[config.mk]
export PLATFORM = sky130hd
export DESIGN_NAME = key_matrix_scanner
export DESIGN_NICKNAME = d
export VERILOG_FILES = /design/src/sv/kms_pkg.sv /design/src/sv/key_matrix_scanner.sv /design/src/sv/kms_fifo.sv
export SDC_FILE = /design/constraint.sdc
export NUM_CORES = 1
export LEC_CHECK = 0
export BUFFER_PORTS_ARGS = -buffer_cell sky130_fd_sc_hd__buf_2
export CAP_MARGIN = 5
export CORE_ASPECT_RATIO = 0.9
export CORE_MARGIN = 2
export CORE_UTILIZATION = 25
export CTS_CLUSTER_SIZE = 8
export DETAILED_ROUTE_END_ITERATION = 8
export HOLD_SLACK_MARGIN = 0.1
export SYNTH_ARGS = -nofsm -noshare
export SYNTH_HDL_FRONTEND = slang
export SYNTH_SLANG_ARGS = --single-unit
[constraint.sdc]
create_clock -name clk -period 7.7 [get_ports clk]
set_input_delay 1.54 -clock clk [delete_from_list [all_inputs] [get_ports clk]]
set_output_delay 1.54 -clock clk [all_outputs]
set_load 0.1 [all_outputs]
[src/sv/kms_pkg.sv]
// shared types and constants of the key matrix scanner
`timescale 1ns / 1ps
`default_nettype none
package kms_pkg;

	localparam int ROWS = 5;
	localparam int COLUMNS = 6;

	localparam int ROW_W = 3;
	localparam int COL_W = 3;
	localparam int LVL_W = 5;
	localparam int CODE_W = 8;
	localparam int KIND_W = 2;
	localparam int ACT_W = 2;
	localparam int NSPECIAL = 4;
	localparam int CFG_IDX_W = 2;

	localparam int CIDX_W = (COLUMNS > 1) ? $clog2(COLUMNS) : 1;
	localparam int KADDR_W = (ROWS * COLUMNS > 1) ? $clog2(ROWS * COLUMNS) : 1;

	localparam int FIFO_DEPTH = 4;
	localparam int FPTR_W = $clog2(FIFO_DEPTH);
	localparam int FCNT_W = $clog2(FIFO_DEPTH + 1);

	localparam logic ACTION_SCAN = 1'b0;
	localparam logic ACTION_LOAD = 1'b1;

	localparam logic [KIND_W-1:0] KIND_EVENT = 2'd0;
	localparam logic [KIND_W-1:0] KIND_SPECIAL = 2'd1;
	localparam logic [KIND_W-1:0] KIND_DONE = 2'd2;

	localparam logic [CFG_IDX_W-1:0] REG_ACCEPT_PAIRING = 2'd0;
	localparam logic [CFG_IDX_W-1:0] REG_START_ADVERTISING = 2'd1;
	localparam logic [CFG_IDX_W-1:0] REG_START_SCANNING = 2'd2;
	localparam logic [CFG_IDX_W-1:0] REG_ACCEPT_CENTRAL = 2'd3;

	localparam logic [CODE_W-1:0] SPECIAL_RESET [NSPECIAL] = '{8'd168, 8'd167, 8'd165, 8'd166};

	typedef struct packed {
		logic action;
		logic [LVL_W-1:0] row_levels;
		logic [ROW_W-1:0] entry_row;
		logic [COL_W-1:0] entry_column;
		logic [CODE_W-1:0] entry_code;
	} item_t;

	typedef struct packed {
		logic [KIND_W-1:0] kind;
		logic [ROW_W-1:0] key_row;
		logic [COL_W-1:0] key_column;
		logic [CODE_W-1:0] key_code;
		logic pressed;
		logic [ACT_W-1:0] special_action;
		logic notify;
		logic [COL_W-1:0] next_column;
		logic last;
	} result_t;

	typedef struct packed {
		logic [FCNT_W-1:0] count;
	} fifo_status_t;

endpackage
`default_nettype wire

[src/sv/key_matrix_scanner.sv]
// key matrix scanner top level: pressed-bit and keymap memories, row sequencer, result queue
//
// Usage:
//   item channel (item_valid/item_ready/item): a scan item carries the row levels sampled on
//   the column currently driven; a load item writes one keymap entry (out of range is dropped).
//   result channel (result_valid/result_ready/result): per scan item, one result for each
//   changed key from row 0 upward (a released special key gives none), then a done result
//   with last set, the next column to drive and the notify flag. Loads give no result.
//   cfg_we/cfg_index/cfg_data write the four special codes; write only while the block is idle.
// A scan item is registered at accept, its results in the classify stage and then the queue.
// Sequencing: a scan item takes a sequencer step per changed key and one for the done token,
//   a load one idle turn; one keymap read per cycle while the queue has room sets the rate.
// Reset clears the pressed bits (per-column valid flags), the drive column, the queue, and
//   loads the default special codes; the keymap holds garbage until loaded.
// Stall: results wait in a 4-entry queue; the sequencer pauses when the queue has no room,
//   and the item channel keeps taking one item ahead while the sequencer is busy.
`timescale 1ns / 1ps
`default_nettype none
module key_matrix_scanner
	import kms_pkg::*;
(
	input wire logic clk,
	input wire logic arst_n,
	input wire logic item_valid,
	output logic item_ready,
	input wire item_t item,
	output logic result_valid,
	input wire logic result_ready,
	output result_t result,
	input wire logic cfg_we,
	input wire logic [CFG_IDX_W-1:0] cfg_index,
	input wire logic [CODE_W-1:0] cfg_data
);

	// configuration
	logic [CODE_W-1:0] special_q [NSPECIAL];

	// memories
	logic [ROWS-1:0] pressed_mem [COLUMNS];
	logic [COLUMNS-1:0] pvalid_q;
	logic [CODE_W-1:0] keymap_mem [ROWS*COLUMNS];

	// accept stage
	logic [COL_W-1:0] drive_q;
	logic item_acc;
	logic s1_valid_q;
	item_t item_s1;
	logic [COL_W-1:0] col_s1;
	logic [ROWS-1:0] prd_s1;
	logic pvld_s1;
	logic pfwd_s1;
	logic [ROWS-1:0] pfwd_data_s1;
	logic [ROWS-1:0] old_bits;
	logic [ROWS-1:0] levels_s1;

	// row sequencer
	logic busy_q;
	logic [ROWS-1:0] mask_q;
	logic [ROWS-1:0] levels_q;
	logic [COL_W-1:0] col_q;
	logic [ROWS-1:0] cur_mask;
	logic [ROWS-1:0] cur_levels;
	logic [COL_W-1:0] cur_col;
	logic [COL_W-1:0] cur_next;
	logic [ROWS-1:0] low_bit;
	logic [ROW_W-1:0] row_sel;
	logic s1_scan;
	logic s1_load;
	logic credit_ok;
	logic step;
	logic take_scan;
	logic take_load;
	logic load_in_range;
	logic [KADDR_W-1:0] k_raddr;
	logic [KADDR_W-1:0] k_waddr;
	logic [CIDX_W-1:0] p_addr_rd;
	logic [CIDX_W-1:0] p_addr_wr;

	// classify stage
	logic s3_valid_q;
	logic done_s3;
	logic [ROW_W-1:0] row_s3;
	logic [COL_W-1:0] col_s3;
	logic now_s3;
	logic [COL_W-1:0] next_s3;
	logic [CODE_W-1:0] code_s3;
	logic changed_q;
	logic hit;
	logic [ACT_W-1:0] act;
	logic push;
	result_t push_data;
	fifo_status_t fifo_status;

	// configuration writes
	always_ff @(posedge clk or negedge arst_n) begin
		if (!arst_n) begin
			for (int k = 0; k < NSPECIAL; k++) begin
				special_q[k] <= SPECIAL_RESET[k];
			end
		end else if (cfg_we) begin
			special_q[cfg_index] <= cfg_data;
		end
	end

	// accept stage control
	assign s1_scan = s1_valid_q && (item_s1.action == ACTION_SCAN);
	assign s1_load = s1_valid_q && (item_s1.action == ACTION_LOAD);
	assign credit_ok = ({1'b0, fifo_status.count} + (FCNT_W+1)'(s3_valid_q))
		< (FCNT_W+1)'(FIFO_DEPTH);
	assign take_scan = !busy_q && s1_scan && credit_ok;
	assign take_load = !busy_q && s1_load;
	assign item_ready = !s1_valid_q || take_scan || take_load;
	assign item_acc = item_valid && item_ready;

	assign p_addr_rd = drive_q[CIDX_W-1:0];
	assign p_addr_wr = col_s1[CIDX_W-1:0];

	always_ff @(posedge clk or negedge arst_n) begin
		if (!arst_n) begin
			s1_valid_q <= 1'b0;
			drive_q <= '0;
			pvalid_q <= '0;
		end else begin
			if (item_acc) begin
				s1_valid_q <= 1'b1;
			end else if (take_scan || take_load) begin
				s1_valid_q <= 1'b0;
			end
			if (item_acc && item.action == ACTION_SCAN) begin
				drive_q <= (drive_q == COL_W'(COLUMNS - 1)) ? '0 : drive_q + COL_W'(1);
			end
			if (take_scan) begin
				pvalid_q[p_addr_wr] <= 1'b1;
			end
		end
	end

	// pressed-bit memory: written back when the sequencer takes the item
	always_ff @(posedge clk) begin
		if (take_scan) begin
			pressed_mem[p_addr_wr] <= levels_s1;
		end
		if (item_acc) begin
			item_s1 <= item;
			col_s1 <= drive_q;
			prd_s1 <= pressed_mem[p_addr_rd];
			pvld_s1 <= pvalid_q[p_addr_rd];
			// same column written this cycle: take the new bits
			pfwd_s1 <= take_scan && (p_addr_wr == p_addr_rd);
			pfwd_data_s1 <= levels_s1;
		end
	end

	assign levels_s1 = item_s1.row_levels[ROWS-1:0];
	assign old_bits = pfwd_s1 ? pfwd_data_s1 : (pvld_s1 ? prd_s1 : '0);

	// row sequencer: one changed row per cycle while the queue has room, then the done token
	assign cur_mask = busy_q ? mask_q : (old_bits ^ levels_s1);
	assign cur_levels = busy_q ? levels_q : levels_s1;
	assign cur_col = busy_q ? col_q : col_s1;
	assign cur_next = (cur_col == COL_W'(COLUMNS - 1)) ? '0 : cur_col + COL_W'(1);
	assign step = (busy_q || s1_scan) && credit_ok;
	assign low_bit = cur_mask & (~cur_mask + ROWS'(1));

	always_comb begin
		row_sel = '0;
		for (int r = ROWS - 1; r >= 0; r--) begin
			if (cur_mask[r]) begin
				row_sel = ROW_W'(r);
			end
		end
	end

	assign k_raddr = KADDR_W'(KADDR_W'(row_sel) * KADDR_W'(COLUMNS) + KADDR_W'(cur_col));
	assign k_waddr = KADDR_W'(KADDR_W'(item_s1.entry_row) * KADDR_W'(COLUMNS)
		+ KADDR_W'(item_s1.entry_column));
	assign load_in_range = ({1'b0, item_s1.entry_row} < (ROW_W+1)'(ROWS))
		&& ({1'b0, item_s1.entry_column} < (COL_W+1)'(COLUMNS));

	always_ff @(posedge clk or negedge arst_n) begin
		if (!arst_n) begin
			busy_q <= 1'b0;
			s3_valid_q <= 1'b0;
		end else begin
			s3_valid_q <= step;
			if (step) begin
				busy_q <= (cur_mask != '0);
			end
		end
	end

	always_ff @(posedge clk) begin
		if (step) begin
			mask_q <= cur_mask & ~low_bit;
			levels_q <= cur_levels;
			col_q <= cur_col;
			done_s3 <= (cur_mask == '0);
			row_s3 <= row_sel;
			col_s3 <= cur_col;
			now_s3 <= cur_levels[row_sel];
			next_s3 <= cur_next;
		end
	end

	// keymap memory: loads take their turn in the sequencer, so reads keep item order
	always_ff @(posedge clk) begin
		if (take_load && load_in_range) begin
			keymap_mem[k_waddr] <= item_s1.entry_code;
		end
		if (step) begin
			code_s3 <= keymap_mem[k_raddr];
		end
	end

	// classify stage; lowest special number wins on equal codes
	always_comb begin
		hit = 1'b0;
		act = '0;
		for (int k = NSPECIAL - 1; k >= 0; k--) begin
			if (special_q[k] == code_s3) begin
				hit = 1'b1;
				act = ACT_W'(k);
			end
		end
	end

	assign push = s3_valid_q && (done_s3 || !hit || now_s3);

	always_comb begin
		push_data = '0;
		if (done_s3) begin
			push_data.kind = KIND_DONE;
			push_data.notify = changed_q;
			push_data.next_column = next_s3;
			push_data.last = 1'b1;
		end else begin
			push_data.key_row = row_s3;
			push_data.key_column = col_s3;
			push_data.key_code = code_s3;
			if (hit) begin
				push_data.kind = KIND_SPECIAL;
				push_data.pressed = 1'b1;
				push_data.special_action = act;
			end else begin
				push_data.kind = KIND_EVENT;
				push_data.pressed = now_s3;
			end
		end
	end

	always_ff @(posedge clk or negedge arst_n) begin
		if (!arst_n) begin
			changed_q <= 1'b0;
		end else if (s3_valid_q) begin
			if (done_s3) begin
				changed_q <= 1'b0;
			end else if (!hit) begin
				changed_q <= 1'b1;
			end
		end
	end

	kms_fifo u_fifo (
		.clk(clk),
		.arst_n(arst_n),
		.push(push),
		.push_data(push_data),
		.result_valid(result_valid),
		.result_ready(result_ready),
		.result(result),
		.status(fifo_status)
	);

endmodule
`default_nettype wire

[src/sv/kms_fifo.sv]
// result queue between the classify stage and the output channel
`timescale 1ns / 1ps
`default_nettype none
module kms_fifo
	import kms_pkg::*;
(
	input wire logic clk,
	input wire logic arst_n,
	input wire logic push,
	input wire result_t push_data,
	output logic result_valid,
	input wire logic result_ready,
	output result_t result,
	output fifo_status_t status
);

	result_t entry_q [FIFO_DEPTH];
	logic [FPTR_W-1:0] wr_ptr_q;
	logic [FPTR_W-1:0] rd_ptr_q;
	logic [FCNT_W-1:0] count_q;
	logic pop;

	assign result_valid = (count_q != '0);
	assign result = entry_q[rd_ptr_q];
	assign pop = result_valid && result_ready;
	assign status.count = count_q;

	always_ff @(posedge clk) begin
		if (push) begin
			entry_q[wr_ptr_q] <= push_data;
		end
	end

	always_ff @(posedge clk or negedge arst_n) begin
		if (!arst_n) begin
			wr_ptr_q <= '0;
			rd_ptr_q <= '0;
			count_q <= '0;
		end else begin
			if (push) begin
				wr_ptr_q <= wr_ptr_q + FPTR_W'(1);
			end
			if (pop) begin
				rd_ptr_q <= rd_ptr_q + FPTR_W'(1);
			end
			case ({push, pop})
				2'b10: count_q <= count_q + FCNT_W'(1);
				2'b01: count_q <= count_q - FCNT_W'(1);
				default: count_q <= count_q;
			endcase
		end
	end

endmodule
`default_nettype wire

==> impl_metrics.toml, run 1 <==
[outcome]
status = "finished, final reports clean"

[logic_synthesis]
async_reset_ff_frac = 0.109
synth_most_common_cell = "edfxtp_1"
synth_seq_area_share = 0.727
synth_ff_type = "edfxtp_1"
ys_top_cells_by_area = "edfxtp_1 66%, mux4_2 11%, dfrtp_1 4.7%"
synth-xor-area-share = 0.0225
syn_nets = 1080
syn-cell-area_sq_um = 19400
ys_ff_latch = 477
synth.distinct_cells = 58
yosys.area_share.simple = 0.0485
synth_edf_count = 425
avgSynthCellArea_sq_um = 18.9
ys_top_cells_by_count = "425 x edfxtp_1, 93 x mux4_2, 62 x nor2_1"
synthCells = 1026
synth_top_family_by_area = "multiplexers"
yosys_warnings = 0
synth_top_area_share = 0.659
yosysTopAreaCell = "edfxtp_1"
synth_compound_area_frac = 0.0191
yosys-mux-area-fraction = 0.152
synthAdderAreaFrac = 0.0142

[grt]
overflow = 0
antenna_found_initial = 2
grt_util_all_layers = 0.106
grt_pass1_vias = 10018
grt_max_degree = 57
grt_first_pass_wirelength_um = 63700

[hold_path]
min_to = "pvalid_q[3]$_DFFE_PN0P_"
hold_start = "pvalid_q[3]$_DFFE_PN0P_"
hp-class = "flop to flop"
hold_depth = 1

[die]
ios = 61
die_y_um = 268
core_sq_um = 76500
initial_core_util = 0.253
fp-row-count = 96
dieArea_sq_um = 79700
chipWidth_um = 297

[setup_path]
worstPathRequired_ns = 8.00
reg2reg_to = "code_s3[5]$_DFFE_PP_"
startpoint_type = "flop"
max_stage_delay_ns = 0.85
crit_top_cell = "inv_1"
crit_type = "flop to flop"
slowest_stage = "xor2_4"
arrival_ns = 4.97
path_cells = "inv_2, or3_1, o31a_2, nor4b_4, inv_1, fa_1, xor2_4, mux4_2, inv_1, mux2i_1"
rrSetupSlack_ns = 3.03
r2r-start = "busy_q$_DFFE_PN0P_"
end_kind = "flop"
ff2ff_path_depth = 10
crit_fanout = 32

[route]
wl_um = 42100
postRouteAntennaNets = 0
drt_first_pass_iters = 5
drt_iter0_markers = 861
drcViolationCount = 0
via_per_inst = 4.39
routedWlPerCell_um = 19.2
vias = 9605

[sta]
maxSlewHeadroom = 0.186
finalCritPeriodShare = 0.607
finalSetupTns_ns = 0
finalHoldViolCount = 0
fmaxAchievable_mhz = 214
slew_violations = 0
period_needed_ns = 4.67
rsz0062_at_grt = "false"
fin_skew_ns = 0.0261
finalSetupViolCount = 0
worstMarginPinSlew_ns = 1.22

[finish]
fin_nets = 1180
drive_gt1_frac = 0.287
area_growth_pct = 17.9
nFillCells = 7456

[clock_network]
cts.sink_count = 477
cts_buffers = 70
htree_levels = 3
path_clk_slew_ns = 0.05
worstSkewPairLatency_ns = 0.59
cts.repair.resized = 0
clockBufferDepth = 3
cts_tree = "done"
cts_setup_buffers = 0
clockRootBuffer = "clkbuf_16"
cts_hold_buffers = 0

[placement]
place_hpwl_um = 26700
io_buffers = 60
finalWeightedCongestion = 0.783

[run]
maxCapViolations = 0
[through the flow]
step | utilization | hold WS, ns | std cells | setup WS (ns) | area, sq um
2_1_floorplan | - | 0.423 | 1026 | 3.67 | 19400
3_3_place_gp | 0.273 | 0.448 | 2083 | 3.15 | 20900
6_report | 0.298 | 0.465 | 2187 | 3.03 | 22800
4_1_cts | 0.298 | 0.468 | 2185 | 3.02 | 22800
5_1_grt | 0.298 | 0.479 | 2185 | 2.76 | 22800
3_5_place_dp | 0.273 | 0.454 | 2083 | 3.03 | 20900
[cell type report]
class                           instances  area, sq um  share of cell area
Clock inverter                         10          115             0.00504
Sequential cell                       477        14100               0.617
Timing Repair Buffer                   73          398              0.0174
Inverter                               28          105             0.00460
Tap cell                             1029         1290              0.0564
Clock buffer                           92         1830              0.0804
Antenna cell                            2         5.00            0.000219
Multi-Input combinational cell        476         5000               0.219
[state kept, by name, indices dropped and copies added (netlist names), 6 cells and up]
| name | flops |
|---|---|
| keymap_mem | 240 |
| u_fifo.entry_q | 92 |
| special_q | 32 |
| pressed_mem | 30 |
| item_s1 | 15 |
| code_s3 | 8 |
| pvalid_q | 6 |
[critical path: cells and delay by family (launching register included)]
family	cells	cell delay, ns
flops	1	0.75
simple gates	2	0.87
mux	2	0.68
compound gates	1	0.15
buf+inv	3	0.43
xor+xnor	1	0.85
fa+ha+maj	1	0.64
[logic make-up after synthesis]
logic type	Yosys count
muxes	171
AOI/OAI and AO/OA	58
xor gates and xnor gates	49
and+or+nand+nor	179
DFF	477
adders and majority gates	19
buffers and inverters	73
[routing by layer]
layer,track usage,wire [um],part of all wire
met1,0.146,19300,0.46
met2,0.167,19700,0.47
met4,0.0298,740,0.018
met5,0,0,0
met3,0.0254,2330,0.055
[how the worst max path moves through the flow]
stage | from | depth (start not counted) | slack [ns] | to
floorplan | pfwd_s1$_DFFE_PP_ | 14 | 3.67 | code_s3[3]$_DFFE_PP_
global route | busy_q$_DFFE_PN0P_ | 10 | 2.76 | code_s3[5]$_DFFE_PP_
global placement | busy_q$_DFFE_PN0P_ | 10 | 3.15 | code_s3[1]$_DFFE_PP_
detailed placement | busy_q$_DFFE_PN0P_ | 10 | 3.03 | code_s3[5]$_DFFE_PP_
finish | busy_q$_DFFE_PN0P_ | 10 | 3.03 | code_s3[5]$_DFFE_PP_
CTS | busy_q$_DFFE_PN0P_ | 10 | 3.02 | code_s3[5]$_DFFE_PP_
[cells in the final DEF (no fill, tap or decap), drive strengths merged, types with 3 or more instances in the layout]
cell type,count
edfxtp,425
mux4,93
clkbuf,92
buf,73
nor2,62
mux2,44
xnor2,39
dfrtp,36
mux2i,34
inv,31
a21oi,26
nand2,25
nor2b,20
dfstp,16
ha,14
o21ai,12
nand3b,10
nand4,10
xor2,10
and2,8
or2,8
nand2b,7
clkinv,7
nand3,6
nor4,5
nor3,5
fa,5
a211oi,3
o211ai,3
o31ai,3
and3,3
a21o,3
Power of run 1 is left out: the tool's default activity adds up to more than one toggle a clock period on the data nets, which glitch-free logic cannot reach.
==> run 2: changes to the inputs <==
==> constraint.sdc (replaced) <==
create_clock -name clk -period 3.9 [get_ports clk]
set_input_delay 0.78 -clock clk [delete_from_list [all_inputs] [get_ports clk]]
set_output_delay 0.78 -clock clk [all_outputs]
set_load 0.1 [all_outputs]
==> impl_metrics.toml, run 2 (same netlist as run 1, synthesis figures left out) <==
[route]
wl_um = 41600
via_per_inst = 4.35
postRouteAntennaNets = 0
drcViolationCount = 0
routedWlPerCell_um = 18.6
vias = 9729
drt_first_pass_iters = 5
drt_iter0_markers = 843

[sta]
maxSlewHeadroom = 0.168
finalSetupTns_ns = 0
finalCritPeriodShare = 0.960
finalSetupViolCount = 0
fmaxAchievable_mhz = 267
period_needed_ns = 3.74
worstMarginPinSlew_ns = 1.25
fin_skew_ns = 0.0228
slew_violations = 0
finalHoldViolCount = 0
rsz0062_at_grt = "false"

[finish]
layout.cells.most_common = "edfxtp_1"
largest_reg_flops = 240
drive_gt1_frac = 0.310
nFillCells = 7387
regMostFlops = "keymap_mem"
insertedDiodeCount = 0
final_cell_mix = "425 x edfxtp_1, 93 x mux4_2, 70 x clkbuf_16, 62 x nor2_1, 61 x buf_2"
area_growth_pct = 20.0
fin_nets = 1219
top_regs = "keymap_mem (240), u_fifo.entry_q (92), special_q (32)"

[grt]
grt_util_all_layers = 0.105
grt_first_pass_wirelength_um = 63900
grt_pass1_vias = 10210
overflow = 0
antenna_found_initial = 1
grt_max_degree = 69

[clock_network]
cts_hold_buffers = 0
path_clk_slew_ns = 0.05
cts.sink_count = 477
cts_tree = "done"
cts_buffers = 69
htree_levels = 3
clockBufferDepth = 3
worstSkewPairLatency_ns = 0.60
clockRootBuffer = "clkbuf_16"

[placement]
place_hpwl_um = 26200
io_buffers = 60
finalWeightedCongestion = 0.767

[die]
dieArea_sq_um = 79700
initial_core_util = 0.253
fp-row-count = 96
chipWidth_um = 297
die_y_um = 268
ios = 61
core_sq_um = 76500

[setup_path]
end_kind = "flop"
worstPathRequired_ns = 4.21
crit_fanout = 32
startpoint_type = "flop"
arrival_ns = 4.06
crit_type = "flop to flop"

[run]
maxCapViolations = 0

[hold_path]
hp-class = "input pin to asynchronous set/reset pin"

[outcome]
status = "finished, final reports clean"
run 2: worst paths after layout:
check	slack, ns	endpoint	start	cells after the start
setup reg to reg	0.16	code_s3[1]$_DFFE_PP_	pfwd_s1$_DFFE_PP_	12
min in group clk	0.36	item_s1[11]$_DFFE_PP_	item[11]	1
setup / recovery	0.16	code_s3[1]$_DFFE_PP_	pfwd_s1$_DFFE_PP_	12
max in group asynchronous	2.75	special_q[23]$_DFFE_PN1P_	arst_n	2
hold reg to reg	0.46	pvalid_q[5]$_DFFE_PN0P_	pvalid_q[5]$_DFFE_PN0P_	1
hold / removal	0.30	drive_q[1]$_DFFE_PN0P_	arst_n	1
run 2: final cells by class:
| cell class | count | area (sq um) | area share |
|---|---|---|---|
| timing repair buffer | 113 | 746 | 0.0321 |
| clock inverter | 7 | 105 | 0.00452 |
| inverter | 28 | 105 | 0.00452 |
| multi-input combinational | 476 | 5020 | 0.216 |
| tap | 1029 | 1290 | 0.0554 |
| sequential | 477 | 14100 | 0.606 |
| clock buffer | 104 | 1880 | 0.0809 |
run 2: stage by stage:
stage                     hold slack, ns  cells   util  instance area (sq um)  setup WS (ns)
after floorplan                    0.423   1026      -                  19400          0.106
after global placement             0.447   2120  0.277                  21200         0.0971
after detailed placement           0.453   2120  0.277                  21200        -0.0472
after CTS                          0.310   2231  0.303                  23200        0.00624
after global routing               0.337   2234  0.304                  23200       0.000192
final                              0.301   2234  0.304                  23200          0.156
run 2: repair_timing:
item,4_1_cts,5_1_grt
hold endpoints to repair,0,0
setup endpoints to repair,2,8
pin swaps,0,0
setup buffers,0,3
resized for setup,1,4
run 2: per-layer routing:
metal,global-route usage,part of all wire,vias to the layer above
li1,-,-,4304
met1,0.139,0.45,5070
met2,0.171,0.48,281
met3,0.0231,0.047,74
met4,0.0390,0.024,0
met5,0,0,-
run 2: worst max-delay path, cell delays in order (launching register included):
cell,delay (ns)
edfxtp_1,0.49
buf_2,0.22
a21oi_2,0.14
a211oi_2,0.12
o31a_2,0.37
nor4b_4,0.30
inv_1,0.09
fa_1,0.64
xor2_4,0.18
buf_12,0.23
mux4_2,0.53
inv_1,0.06
mux2i_1,0.07
Power of run 2 is left out for the same reason.
==> run 3: changes to the inputs <==
--- a/config.mk
+++ b/config.mk
@@ -7,7 +7,7 @@
 export LEC_CHECK = 0
 export BUFFER_PORTS_ARGS = -buffer_cell sky130_fd_sc_hd__buf_2
 export CAP_MARGIN = 5
-export CORE_ASPECT_RATIO = 0.9
+export CORE_ASPECT_RATIO = 0.8
 export CORE_MARGIN = 2
 export CORE_UTILIZATION = 25
 export CTS_CLUSTER_SIZE = 8
==> impl_metrics.toml, run 3 (same netlist as run 1, synthesis figures left out) <==
[finish]
final_cell_mix = "425 x edfxtp_1, 93 x mux4_2, 71 x clkbuf_16, 62 x nor2_1, 61 x buf_4"
multiInputGateArea_sq_um = 5030
fin_nets = 1233
layout.cells.most_common = "edfxtp_1"
seqCellArea_sq_um = 14100
final_cells = 2228
insertedDiodeCount = 0
nFillCells = 7411
drive_gt1_frac = 0.327
top_regs = "keymap_mem (240), u_fifo.entry_q (92), special_q (32)"
regMostFlops = "keymap_mem"
largest_reg_flops = 240
area_growth_pct = 20.3

[clock_network]
clockRootBuffer = "clkbuf_16"
htree_levels = 3
cts_buffers = 69
worstSkewPairLatency_ns = 0.58
cts_hold_buffers = 0
clockBufferDepth = 3
cts_tree = "done"
cts.sink_count = 477
path_clk_slew_ns = 0.05

[run]
maxCapViolations = 0

[setup_path]
arrival_ns = 4.04
crit_type = "flop to flop"
max_stage_delay_ns = 0.65
worstPathRequired_ns = 4.20
end_kind = "flop"
crit_fanout = 8
crit_start = "pfwd_s1$_DFFE_PP_"
slowest_stage = "fa_2"
path_cells = "buf_4, nand3b_1, a211oi_1, buf_4, o31a_2, nor4b_4, inv_1, fa_2, xor2_4, clkbuf_16, mux2i_1, nor2_1, a21oi_2, mux2i_1"
startpoint_type = "flop"
r2r-start = "pfwd_s1$_DFFE_PP_"

[sta]
maxSlewHeadroom = 0.142
fin_skew_ns = 0.0264
finalCritPeriodShare = 0.960
fin_ws_ns = 0.156
hold-worst-slack_ns = 0.344
fmaxAchievable_mhz = 267
period_needed_ns = 3.74
finalSetupViolCount = 0
worstMarginPinSlew_ns = 1.29
slew_violations = 0
finalHoldViolCount = 0

[grt]
grt_pass1_vias = 10276
grt_first_pass_wirelength_um = 64400
grt_util_all_layers = 0.107
antenna_found_initial = 0
grt_max_degree = 43
overflow = 0

[route]
wl_um = 42100
drcViolationCount = 0
via_per_inst = 4.34
drt_iter0_markers = 881
postRouteAntennaNets = 0
vias = 9659
routedWlPerCell_um = 18.9
drt_first_pass_iters = 5

[placement]
place_hpwl_um = 27600
dp_slack_ns = 0.00977
io_buffers = 60
dp.cells = 2126
finalWeightedCongestion = 0.774

[die]
dieArea_sq_um = 79700
initial_core_util = 0.252
fp-row-count = 91
die_y_um = 253
core_sq_um = 76900
chipWidth_um = 315
ios = 61

[hold_path]
hp-class = "input pin to asynchronous set/reset pin"

[outcome]
status = "finished, final reports clean"
==> run 3: cell count changes in the layout (fill, tap and decap cells not counted), moves of 4 or more <==
cell / previous run / this run
clkbuf_1: 34 / 20
a21oi_1: 24 / 20
a21oi_2: 1 / 5
buf_4: 48 / 61
==> run 3: timing repair <==
item	in CTS	in global routing
pin swaps	0	2
setup buffers	0	3
gates cloned	0	2
gates resized for setup	1	10
setup endpoints to repair	1	8
==> run 3: worst paths after layout <==
kind | to | slack [ns] | cells past startpoint
worst max-delay path | code_s3[4]$_DFFE_PP_ | 0.16 | 14
worst min-delay path | u_fifo.rd_ptr_q[1]$_DFFE_PN0P_ | 0.34 | 1
worst max register to register | code_s3[4]$_DFFE_PP_ | 0.16 | 14
worst min register to register | pvalid_q[0]$_DFFE_PN0P_ | 0.46 | 1
max in group asynchronous | special_q[1]$_DFFE_PN1P_ | 2.73 | 2
min in group clk | item_s1[3]$_DFFE_PP_ | 0.39 | 1
==> run 3: critical path: cells and delay by family, from the launching register on <==
kind                       cells  cell delay, ns
xor gates and xnor gates       1            0.25
AOI/OAI and AO/OA              3            0.60
muxes                          2            0.36
buffers and inverters          4            0.66
DFF                            1            0.44
adders and majority gates      1            0.65
and+or+nand+nor                3            0.49
==> run 3: layer usage <==
| layer | up-vias | part of all wire | track usage |
|---|---|---|---|
| met3 | 59 | 0.066 | 0.0268 |
| met1 | 4977 | 0.49 | 0.161 |
| met2 | 301 | 0.43 | 0.151 |
| met4 | 0 | 0.015 | 0.0264 |
| met5 | - | 0 | 0 |
| li1 | 4322 | - | - |
==> run 3: cell type report <==
class                           count  share of cell area
Inverter                           28             0.00451
Clock inverter                      8             0.00446
Timing Repair Buffer              127              0.0381
Clock buffer                       89              0.0773
Tap cell                         1023              0.0549
Sequential cell                   477               0.605
Multi-Input combinational cell    476               0.216
==> run 3: stage by stage <==
step                setup TNS (ns)  instance area (sq um)  utilization
global placement                 0                  21300        0.277
CTS                              0                  23200        0.302
global route                -0.129                  23300        0.303
floorplan                        0                  19400            -
finish                           0                  23300        0.303
detailed placement               0                  21300        0.277
Power of run 3 is left out for the same reason.
